[src/smrd_pkg.sv]
// Shared constants, codes and types for the sync-marker record deframer.
// Used by every module in src; depends on nothing.
`default_nettype none

package smrd_pkg;

    localparam int BYTE_W   = 8;
    localparam int KIND_W   = 2;
    localparam int STAMP_W  = 64;
    localparam int DIGEST_W = 64;
    localparam int LEN_W    = 32;
    localparam int PHASE_W  = 3;
    localparam int COUNT_W  = 3;

    // Output tdata: stamp, digest, payload_length, payload_byte from bit 0 up.
    localparam int M_DATA_W = STAMP_W + DIGEST_W + LEN_W + BYTE_W;

    localparam logic [BYTE_W-1:0] MARK0 = 8'hE2;
    localparam logic [BYTE_W-1:0] MARK1 = 8'h98;
    localparam logic [BYTE_W-1:0] MARK2 = 8'hA2;

    localparam logic [LEN_W-1:0] HEADER_BYTES = 32'd16;

    localparam logic [PHASE_W-1:0] PH_HUNT0   = 3'd0;
    localparam logic [PHASE_W-1:0] PH_HUNT1   = 3'd1;
    localparam logic [PHASE_W-1:0] PH_HUNT2   = 3'd2;
    localparam logic [PHASE_W-1:0] PH_SIZE    = 3'd3;
    localparam logic [PHASE_W-1:0] PH_STAMP   = 3'd4;
    localparam logic [PHASE_W-1:0] PH_DIGEST  = 3'd5;
    localparam logic [PHASE_W-1:0] PH_PAYLOAD = 3'd6;

    localparam logic [COUNT_W-1:0] SIZE_LAST_IDX = 3'd3;
    localparam logic [COUNT_W-1:0] WORD_LAST_IDX = 3'd7;

    localparam logic [KIND_W-1:0] KIND_HEADER  = 2'd0;
    localparam logic [KIND_W-1:0] KIND_PAYLOAD = 2'd1;
    localparam logic [KIND_W-1:0] KIND_BAD_LEN = 2'd2;

    typedef struct packed {
        logic                valid;
        logic [KIND_W-1:0]   kind;
        logic [STAMP_W-1:0]  stamp;
        logic [DIGEST_W-1:0] digest;
        logic [LEN_W-1:0]    payload_length;
        logic [BYTE_W-1:0]   payload_byte;
        logic                last;
    } smrd_result_t;

endpackage

`default_nettype wire

[src/sync_marker_record_deframer_unit.sv]
// Sync-marker record deframer: one input byte per cycle, at most one result per cycle.
// Path: an accepted byte is held in the input register, parsed, and its result is
// loaded into the result register that drives m_*.
// Throughput: one byte per cycle, with a combinational parse step between
// the input register and the result register; stalls only on m_tready low.
// Reset: synchronous, active-low aresetn clears the parse state (hunting the
// first marker byte) and both stage valids.
`default_nettype none

module sync_marker_record_deframer_unit (
    input  wire                                aclk,
    input  wire                                aresetn,
    input  wire                                s_tvalid,
    output logic                               s_tready,
    input  wire  [smrd_pkg::BYTE_W-1:0]        s_tdata,   // [7:0] data_byte
    output logic                               m_tvalid,
    input  wire                                m_tready,
    // [63:0] stamp, [127:64] digest, [159:128] payload_length,
    // [167:160] payload_byte
    output logic [smrd_pkg::M_DATA_W-1:0]      m_tdata,
    output logic [smrd_pkg::KIND_W-1:0]        m_tuser,   // [1:0] kind
    output logic                               m_tlast
);

    logic                          in_valid_reg, in_valid_next;
    logic [smrd_pkg::BYTE_W-1:0]   in_byte_reg;
    logic                          out_free;
    logic                          advance;
    smrd_pkg::smrd_result_t        result;

    // A held byte is consumed whenever the result register can take its result.
    assign advance  = in_valid_reg && out_free;
    assign s_tready = !in_valid_reg || advance;

    always_comb begin
        if (s_tvalid && s_tready) begin
            in_valid_next = 1'b1;
        end else if (advance) begin
            in_valid_next = 1'b0;
        end else begin
            in_valid_next = in_valid_reg;
        end
    end

    always_ff @(posedge aclk) begin
        if (!aresetn) begin
            in_valid_reg <= 1'b0;
        end else begin
            in_valid_reg <= in_valid_next;
        end
    end

    always_ff @(posedge aclk) begin
        if (s_tvalid && s_tready) begin
            in_byte_reg <= s_tdata;
        end
    end

    smrd_parse u_parse (
        .aclk      (aclk),
        .aresetn   (aresetn),
        .advance_i (advance),
        .byte_i    (in_byte_reg),
        .result_o  (result)
    );

    smrd_out_reg u_out (
        .aclk     (aclk),
        .aresetn  (aresetn),
        .load_i   (advance && result.valid),
        .result_i (result),
        .free_o   (out_free),
        .m_tvalid (m_tvalid),
        .m_tready (m_tready),
        .m_tdata  (m_tdata),
        .m_tuser  (m_tuser),
        .m_tlast  (m_tlast)
    );

endmodule

`default_nettype wire

[src/smrd_parse.sv]
// Frame parser: marker hunt, header field gathering and payload count.
// Holds the parse state and forms at most one result per consumed byte.
// Depends on smrd_pkg.
`default_nettype none

module smrd_parse (
    input  wire                                aclk,
    input  wire                                aresetn,
    input  wire                                advance_i,
    input  wire  [smrd_pkg::BYTE_W-1:0]        byte_i,
    output smrd_pkg::smrd_result_t             result_o
);

    logic [smrd_pkg::PHASE_W-1:0]  phase_reg, phase_next;
    logic [smrd_pkg::COUNT_W-1:0]  count_reg, count_next;
    logic [smrd_pkg::LEN_W-1:0]    size_reg, size_next;
    logic [smrd_pkg::STAMP_W-1:0]  stamp_reg, stamp_next;
    logic [smrd_pkg::DIGEST_W-1:0] digest_reg, digest_next;
    logic [smrd_pkg::LEN_W-1:0]    left_reg, left_next;

    logic [63:0]                   placed;
    logic [smrd_pkg::LEN_W-1:0]    size_new;
    logic [smrd_pkg::DIGEST_W-1:0] digest_new;
    logic [smrd_pkg::LEN_W-1:0]    plen;
    logic [smrd_pkg::LEN_W-1:0]    left_dec;

    // The incoming byte moved to the lane picked by the field byte index.
    always_comb begin
        for (int i = 0; i < 8; i++) begin
            placed[i*8 +: 8] = (count_reg == 3'(i)) ? byte_i : 8'h00;
        end
    end

    assign size_new   = size_reg | placed[smrd_pkg::LEN_W-1:0];
    assign digest_new = digest_reg | placed;
    assign plen       = size_reg - smrd_pkg::HEADER_BYTES;
    assign left_dec   = left_reg - 32'd1;

    always_comb begin
        phase_next  = phase_reg;
        count_next  = count_reg;
        size_next   = size_reg;
        stamp_next  = stamp_reg;
        digest_next = digest_reg;
        left_next   = left_reg;
        result_o    = '0;

        case (phase_reg)
            smrd_pkg::PH_HUNT1: begin
                phase_next = (byte_i == smrd_pkg::MARK1) ? smrd_pkg::PH_HUNT2
                                                         : smrd_pkg::PH_HUNT0;
            end
            smrd_pkg::PH_HUNT2: begin
                if (byte_i == smrd_pkg::MARK2) begin
                    phase_next = smrd_pkg::PH_SIZE;
                    count_next = '0;
                    size_next  = '0;
                end else begin
                    phase_next = smrd_pkg::PH_HUNT0;
                end
            end
            smrd_pkg::PH_SIZE: begin
                size_next = size_new;
                if (count_reg >= smrd_pkg::SIZE_LAST_IDX) begin
                    count_next = '0;
                    if (size_new[smrd_pkg::LEN_W-1:4] == '0) begin
                        // Too short to hold the stamp and hash: drop the record.
                        phase_next      = smrd_pkg::PH_HUNT0;
                        result_o.valid  = 1'b1;
                        result_o.kind   = smrd_pkg::KIND_BAD_LEN;
                    end else begin
                        phase_next = smrd_pkg::PH_STAMP;
                        stamp_next = '0;
                    end
                end else begin
                    count_next = count_reg + 3'd1;
                end
            end
            smrd_pkg::PH_STAMP: begin
                stamp_next = stamp_reg | placed;
                if (count_reg >= smrd_pkg::WORD_LAST_IDX) begin
                    count_next  = '0;
                    phase_next  = smrd_pkg::PH_DIGEST;
                    digest_next = '0;
                end else begin
                    count_next = count_reg + 3'd1;
                end
            end
            smrd_pkg::PH_DIGEST: begin
                digest_next = digest_new;
                if (count_reg >= smrd_pkg::WORD_LAST_IDX) begin
                    count_next = '0;
                    left_next  = plen;
                    phase_next = (plen == '0) ? smrd_pkg::PH_HUNT0
                                              : smrd_pkg::PH_PAYLOAD;
                    result_o.valid          = 1'b1;
                    result_o.kind           = smrd_pkg::KIND_HEADER;
                    result_o.stamp          = stamp_reg;
                    result_o.digest         = digest_new;
                    result_o.payload_length = plen;
                    result_o.last           = (plen == '0);
                end else begin
                    count_next = count_reg + 3'd1;
                end
            end
            smrd_pkg::PH_PAYLOAD: begin
                if (left_reg == '0) begin
                    count_next = '0;
                    phase_next = (byte_i == smrd_pkg::MARK0) ? smrd_pkg::PH_HUNT1
                                                             : smrd_pkg::PH_HUNT0;
                end else begin
                    left_next = left_dec;
                    if (left_dec == '0) begin
                        phase_next = smrd_pkg::PH_HUNT0;
                        count_next = '0;
                    end
                    result_o.valid        = 1'b1;
                    result_o.kind         = smrd_pkg::KIND_PAYLOAD;
                    result_o.payload_byte = byte_i;
                    result_o.last         = (left_dec == '0);
                end
            end
            default: begin
                phase_next = (byte_i == smrd_pkg::MARK0) ? smrd_pkg::PH_HUNT1
                                                         : smrd_pkg::PH_HUNT0;
                count_next = '0;
            end
        endcase
    end

    always_ff @(posedge aclk) begin
        if (!aresetn) begin
            phase_reg  <= smrd_pkg::PH_HUNT0;
            count_reg  <= '0;
            size_reg   <= '0;
            stamp_reg  <= '0;
            digest_reg <= '0;
            left_reg   <= '0;
        end else if (advance_i) begin
            phase_reg  <= phase_next;
            count_reg  <= count_next;
            size_reg   <= size_next;
            stamp_reg  <= stamp_next;
            digest_reg <= digest_next;
            left_reg   <= left_next;
        end
    end

    // A dropped record always sends the parser back to the hunt.
    assert property (@(posedge aclk) disable iff (!aresetn)
        (advance_i && result_o.valid && result_o.kind == smrd_pkg::KIND_BAD_LEN)
        |=> phase_reg == smrd_pkg::PH_HUNT0)
        else $error("bad length result did not restart the hunt");

    // The final payload byte of a record ends the payload phase.
    assert property (@(posedge aclk) disable iff (!aresetn)
        (advance_i && result_o.valid && result_o.kind == smrd_pkg::KIND_PAYLOAD
         && result_o.last) |=> phase_reg == smrd_pkg::PH_HUNT0)
        else $error("payload phase continued past the last byte");

    // The payload phase is only entered with bytes left to count.
    assert property (@(posedge aclk) disable iff (!aresetn)
        (phase_reg == smrd_pkg::PH_PAYLOAD) |-> (left_reg != '0))
        else $error("payload phase with an empty byte count");

    // The size field is four bytes long.
    assert property (@(posedge aclk) disable iff (!aresetn)
        (phase_reg == smrd_pkg::PH_SIZE) |-> (count_reg <= smrd_pkg::SIZE_LAST_IDX))
        else $error("size byte index out of range");

endmodule

`default_nettype wire

[src/smrd_out_reg.sv]
// Result register that drives the master-side stream.
// Holds one result until the downstream side takes it. Depends on smrd_pkg.
`default_nettype none

module smrd_out_reg (
    input  wire                                aclk,
    input  wire                                aresetn,
    input  wire                                load_i,
    input  wire  smrd_pkg::smrd_result_t       result_i,
    output logic                               free_o,
    output logic                               m_tvalid,
    input  wire                                m_tready,
    output logic [smrd_pkg::M_DATA_W-1:0]      m_tdata,
    output logic [smrd_pkg::KIND_W-1:0]        m_tuser,
    output logic                               m_tlast
);

    logic                   valid_reg, valid_next;
    smrd_pkg::smrd_result_t res_reg;

    assign free_o = !valid_reg || m_tready;

    always_comb begin
        if (load_i) begin
            valid_next = 1'b1;
        end else if (m_tready) begin
            valid_next = 1'b0;
        end else begin
            valid_next = valid_reg;
        end
    end

    always_ff @(posedge aclk) begin
        if (!aresetn) begin
            valid_reg <= 1'b0;
        end else begin
            valid_reg <= valid_next;
        end
    end

    always_ff @(posedge aclk) begin
        if (load_i) begin
            res_reg <= result_i;
        end
    end

    assign m_tvalid = valid_reg;
    assign m_tdata  = {res_reg.payload_byte, res_reg.payload_length,
                       res_reg.digest, res_reg.stamp};
    assign m_tuser  = res_reg.kind;
    assign m_tlast  = res_reg.last;

endmodule

`default_nettype wire

[config.mk]
export PLATFORM = sky130hd
export DESIGN_NAME = sync_marker_record_deframer_unit
export DESIGN_NICKNAME = d
export VERILOG_FILES = /design/src/smrd_pkg.sv /design/src/sync_marker_record_deframer_unit.sv /design/src/smrd_parse.sv /design/src/smrd_out_reg.sv
export SDC_FILE = /design/constraint.sdc
export NUM_CORES = 1
export LEC_CHECK = 0
export ABC_CLOCK_PERIOD_IN_PS = 14190
export BUFFER_PORTS_ARGS = -buffer_cell sky130_fd_sc_hd__buf_2
export CORE_MARGIN = 2
export CORE_UTILIZATION = 55
export CTS_BUF_LIST = sky130_fd_sc_hd__clkbuf_2 sky130_fd_sc_hd__clkbuf_4 sky130_fd_sc_hd__clkbuf_8
export CTS_CLUSTER_SIZE = 24
export DETAILED_ROUTE_END_ITERATION = 10
export HOLD_SLACK_MARGIN = 0.15
export PLACE_DENSITY = 0.78
export RECOVER_POWER = 100
export SYNTH_ARGS = -nofsm -noshare
export SYNTH_HDL_FRONTEND = slang
export SYNTH_SLANG_ARGS = --single-unit
[constraint.sdc]
create_clock -name aclk -period 14.19 [get_ports aclk]
set_clock_uncertainty 0.2 [all_clocks]
set_input_delay 1.419 -clock aclk [delete_from_list [all_inputs] [get_ports aclk]]
set_output_delay 1.419 -clock aclk [all_outputs]
set_load 0.02 [all_outputs]
==> run_summary.xml <==
<?xml version="1.0" encoding="UTF-8"?>
<metrics>
  <group name="finish">
    <metric name="syn2layout_area_growth" unit="%">12.5</metric>
    <metric name="finish.net_count" unit="">1702</metric>
    <metric name="final_layout_size_suffix_gt1_share" unit="%">8.68</metric>
    <metric name="n_antenna_cell" unit="">0</metric>
    <metric name="fillCellCount" unit="">2345</metric>
    <metric name="largest_register_ffs" unit="">168</metric>
    <metric name="fin_util" unit="%">63.2</metric>
  </group>
  <group name="sta">
    <metric name="final.min_clock_period" unit="ns">8.14</metric>
    <metric name="timing.setup.tns" unit="ns">0</metric>
    <metric name="finalSetupViolCount" unit="">0</metric>
    <metric name="final-hold-violation-count" unit="">0</metric>
    <metric name="timing.final.max_slew_violations" unit="">440</metric>
    <metric name="clock.fmax" unit="GHz">0.123</metric>
    <metric name="layout_worst_path_cycle_share" unit="%">57.4</metric>
    <metric name="timing.max_slew.rel_slack" unit="%">-176</metric>
    <metric name="max_slew.worst_pin.slew" unit="ns">4.13</metric>
    <metric name="grt_setup_unrepaired" unit="">no</metric>
  </group>
  <group name="setup_path">
    <metric name="worstPathBufferInverterCount" unit="">3</metric>
    <metric name="worstPathCellList" unit="">ha_1 &gt; a31oi_1 &gt; nor2_4 &gt; clkbuf_1 &gt; o31ai_1 &gt; inv_6 &gt; clkbuf_1</metric>
    <metric name="reg2regPathDepth" unit="">7</metric>
    <metric name="timing.critical_path.mode_cell" unit="">sky130_fd_sc_hd__clkbuf_1</metric>
    <metric name="cp.required" unit="ns">14.12</metric>
    <metric name="critPathMaxFanout" unit="">111</metric>
    <metric name="path_delay_family" unit="">buffers and inverters</metric>
    <metric name="crit_path_start_kind" unit="">flip-flop</metric>
    <metric name="rrSetupSlack" unit="ns">6.05</metric>
    <metric name="worst-setup-path-type" unit="">flip-flop to flip-flop</metric>
    <metric name="critical_path.reg2reg.endpoint" unit="">u_out.m_tdata[72]</metric>
    <metric name="arrival" unit="ns">8.07</metric>
    <metric name="worst_setup_end_kind" unit="">flip-flop</metric>
    <metric name="crit_slowest_cell" unit="">sky130_fd_sc_hd__clkbuf_1</metric>
    <metric name="regToRegStartpoint" unit="">u_parse.count_reg[2]</metric>
    <metric name="crit_path_max_incr_delay" unit="ns">2.45</metric>
  </group>
  <group name="routing">
    <metric name="detailedRoute.firstPassIterationCount" unit="">6</metric>
    <metric name="drt.antenna.violating_nets" unit="">0</metric>
    <metric name="viasPerCell" unit="">5.94</metric>
    <metric name="wl_per_cell" unit="µm">18.7</metric>
    <metric name="postRouteWirelength" unit="mm">39.3</metric>
    <metric name="dr.first_iter.drc_count" unit="">1315</metric>
    <metric name="drcViolationCount" unit="">0</metric>
    <metric name="detailroute.via_count" unit="">12500</metric>
  </group>
  <group name="floorplanning">
    <metric name="initial_utilization" unit="%">56.2</metric>
    <metric name="core.rowCount" unit="">61</metric>
    <metric name="design.die.area" unit="µm²">30000</metric>
    <metric name="pin_count" unit="">185</metric>
    <metric name="core-area" unit="µm²">28000</metric>
    <metric name="fp.dieH" unit="µm">173</metric>
    <metric name="die_width" unit="µm">173</metric>
  </group>
  <group name="clock_network">
    <metric name="postCtsHoldBufs" unit="">0</metric>
    <metric name="cts_resized" unit="">0</metric>
    <metric name="h-tree-depth" unit="">2</metric>
    <metric name="numClockSinks" unit="">379</metric>
    <metric name="worst_skew_pair.late_latency" unit="ns">0.60</metric>
    <metric name="cts.root.buffer_cell" unit="">sky130_fd_sc_hd__clkbuf_8</metric>
    <metric name="cts.path.max_buffers" unit="">3</metric>
    <metric name="post-cts-setup-buffers" unit="">0</metric>
    <metric name="cts_tree" unit="">done</metric>
    <metric name="clkSlewWorstSetupHoldPaths" unit="ns">0.06</metric>
    <metric name="cts-buffers-inserted" unit="">57</metric>
  </group>
  <group name="worst_hold_path">
    <metric name="holdCritPathClass" unit="">flip-flop to flip-flop</metric>
    <metric name="timing.hold.worst.start" unit="">u_parse.stamp_reg[5]</metric>
    <metric name="whs_endpoint" unit="">u_parse.stamp_reg[5]</metric>
    <metric name="min_delay_path_depth" unit="">2</metric>
  </group>
  <group name="status">
    <metric name="violations" unit="">capacitance limit, slew limit</metric>
    <metric name="status" unit="">finished, violations left</metric>
  </group>
  <group name="synth">
    <metric name="synth-edff-count" unit="">179</metric>
    <metric name="syn_area_per_cell" unit="µm²">10.1</metric>
    <metric name="synth_seq_area_share" unit="%">59.6</metric>
    <metric name="post_synth_fa_ha_maj_area_fraction" unit="%">0.795</metric>
    <metric name="yosys_most_used_dff" unit="">sky130_fd_sc_hd__dfxtp_1</metric>
    <metric name="ys_async_sr_fraction" unit="%">0</metric>
    <metric name="netlist.area_leader.share" unit="%">34.2</metric>
    <metric name="syn-cell-area" unit="µm²">15700</metric>
    <metric name="synth-compound-area-share" unit="%">14.9</metric>
    <metric name="synthXorXnorAreaFrac" unit="%">1.84</metric>
    <metric name="syn_nets" unit="">1578</metric>
    <metric name="synth.mux.area_fraction" unit="%">0.135</metric>
    <metric name="synth_area_leaders" unit="">sky130_fd_sc_hd__edfxtp_1 34%, sky130_fd_sc_hd__dfxtp_1 25%, sky130_fd_sc_hd__nor2_1 7.3%, sky130_fd_sc_hd__a31oi_1 4.0%, sky130_fd_sc_hd__and2_1 3.6%</metric>
    <metric name="syn_inst" unit="">1556</metric>
    <metric name="ys_types" unit="">65</metric>
    <metric name="synth_seq_cells" unit="">379</metric>
    <metric name="yosysWarningCount" unit="">0</metric>
    <metric name="synth_simple_gate_area_share" unit="%">18.4</metric>
    <metric name="synth_top_area_cell" unit="">sky130_fd_sc_hd__edfxtp_1</metric>
    <metric name="dominant_combinational_cell_family_by_area_after_synthesis" unit="">simple AND/OR/NAND/NOR gates</metric>
  </group>
  <group name="power_and_ir_drop">
    <metric name="cellPowerDensity" unit="nW/µm²">119</metric>
    <metric name="total_leakage_power" unit="nW">5.85</metric>
    <metric name="ir_worst_vdd" unit="mV">0.0875</metric>
  </group>
  <group name="placement">
    <metric name="io_buffers" unit="">184</metric>
    <metric name="gp_routability_congestion" unit="">0.930</metric>
    <metric name="detailedPlacementHpwl" unit="mm">23.6</metric>
  </group>
  <group name="grt">
    <metric name="grt_pass1_wl" unit="mm">61.8</metric>
    <metric name="track_usage" unit="%">25.3</metric>
    <metric name="number_of_global_route_vias_before_repair" unit="">11400</metric>
    <metric name="grt_max_degree" unit="">112</metric>
    <metric name="antenna_found_initial" unit="">0</metric>
    <metric name="global_route.overflow_total" unit="">0</metric>
  </group>
  <group name="job">
    <metric name="max_cap_viol_count" unit="">7</metric>
  </group>
</metrics>
[per-stage QoR]
| step | std cells | cell area (µm²) | total power, mW | hold slack, ns | worst slack, ns |
|---|---|---|---|---|---|
| after floorplan | 1556 | 15700 | 1.19 | 0.228 | 7.98 |
| after global placement | 1999 | 16800 | 1.20 | 0.237 | 9.62 |
| after detailed placement | 1999 | 16800 | 1.20 | 0.246 | 9.47 |
| after CTS | 2107 | 18000 | 2.12 | 0.261 | 9.44 |
| after global routing | 2107 | 17700 | 2.16 | 0.286 | 5.27 |
| final | 2107 | 17700 | 2.10 | 0.257 | 6.05 |
[layout by cell type (no fill, tap or decap), types with 23 or more instances in the layout]
master,count
sky130_fd_sc_hd__nor2_1,303
sky130_fd_sc_hd__dfxtp_1,200
sky130_fd_sc_hd__clkbuf_1,185
sky130_fd_sc_hd__edfxtp_1,179
sky130_fd_sc_hd__a21oi_1,112
sky130_fd_sc_hd__a31oi_1,101
sky130_fd_sc_hd__clkbuf_8,66
sky130_fd_sc_hd__and2_0,64
sky130_fd_sc_hd__nand2_1,51
sky130_fd_sc_hd__a32oi_1,42
sky130_fd_sc_hd__o21ai_0,41
sky130_fd_sc_hd__nor3_1,38
sky130_fd_sc_hd__nand3_1,31
sky130_fd_sc_hd__a22oi_1,31
sky130_fd_sc_hd__and2_1,26
sky130_fd_sc_hd__clkbuf_4,23
[where the power goes]
part           leakage [nW]  switching (mW)  internal, mW
clock                 0.646           0.415         0.505
combinational          2.06          0.0378       0.00670
sequential             3.14        0.000569          1.14
[routing by layer]
metal | wire length [µm] | share of wire (%) | global-route usage, %
met1 | 17100 | 44 | 36.3
met2 | 17900 | 45 | 38.9
met3 | 3200 | 8.1 | 4.09
met4 | 1140 | 2.9 | 9.18
met5 | 0 | 0 | 0
[how the worst max path moves through the flow]
stage | start | end | slack [ns] | cells past startpoint
after floorplan | u_parse.size_reg[23] | u_out.m_tdata[0] | 7.98 | 7
after global placement | u_parse.count_reg[2] | u_out.m_tdata[111] | 9.62 | 7
after detailed placement | u_parse.count_reg[2] | u_out.m_tdata[111] | 9.47 | 7
after CTS | u_parse.count_reg[2] | u_out.m_tdata[151] | 9.44 | 7
after global routing | u_parse.count_reg[2] | u_out.m_tdata[87] | 5.27 | 7
final | u_parse.count_reg[2] | u_out.m_tdata[72] | 6.05 | 7
[kinds of logic (layout without fill, tap and decap cells)]
kind of cell,after synthesis,in the layout
adder cells (fa/ha/maj),10,10
flip-flops,379,379
XOR/XNOR,33,33
AO/OA/AOI/OAI,369,369
AND/OR/NAND/NOR,600,600
buffers and inverters,163,336
multiplexers,2,2
[cell type report]
class / count / area, µm² / share of cell area, %
sequential: 379 / 9380 / 53.0
multi-input combinational: 1014 / 5710 / 32.3
clock buffer: 89 / 1080 / 6.11
timing repair buffer: 208 / 845 / 4.77
tap: 378 / 473 / 2.67
clock inverter: 19 / 134 / 0.756
inverter: 20 / 80.1 / 0.452
[cells in the mapped netlist, types with 31 or more instances]
cell type,n
sky130_fd_sc_hd__nor2_1,305
sky130_fd_sc_hd__dfxtp_1,200
sky130_fd_sc_hd__edfxtp_1,179
sky130_fd_sc_hd__clkbuf_1,120
sky130_fd_sc_hd__a21oi_1,112
sky130_fd_sc_hd__a31oi_1,101
sky130_fd_sc_hd__and2_1,90
sky130_fd_sc_hd__nand2_1,51
sky130_fd_sc_hd__a32oi_1,42
sky130_fd_sc_hd__o21ai_0,39
sky130_fd_sc_hd__nor3_1,38
sky130_fd_sc_hd__a22oi_1,31
sky130_fd_sc_hd__nand3_1,31
[worst reg2reg max path, cell delays in order (launching register included)]
cell	delay (ns)
sky130_fd_sc_hd__dfxtp_1	0.56
sky130_fd_sc_hd__ha_1	0.80
sky130_fd_sc_hd__a31oi_1	0.26
sky130_fd_sc_hd__nor2_4	0.16
sky130_fd_sc_hd__clkbuf_1	1.85
sky130_fd_sc_hd__o31ai_1	0.52
sky130_fd_sc_hd__inv_6	0.83
sky130_fd_sc_hd__clkbuf_1	2.47
Note: power is estimated with default switching activity, not from simulation.
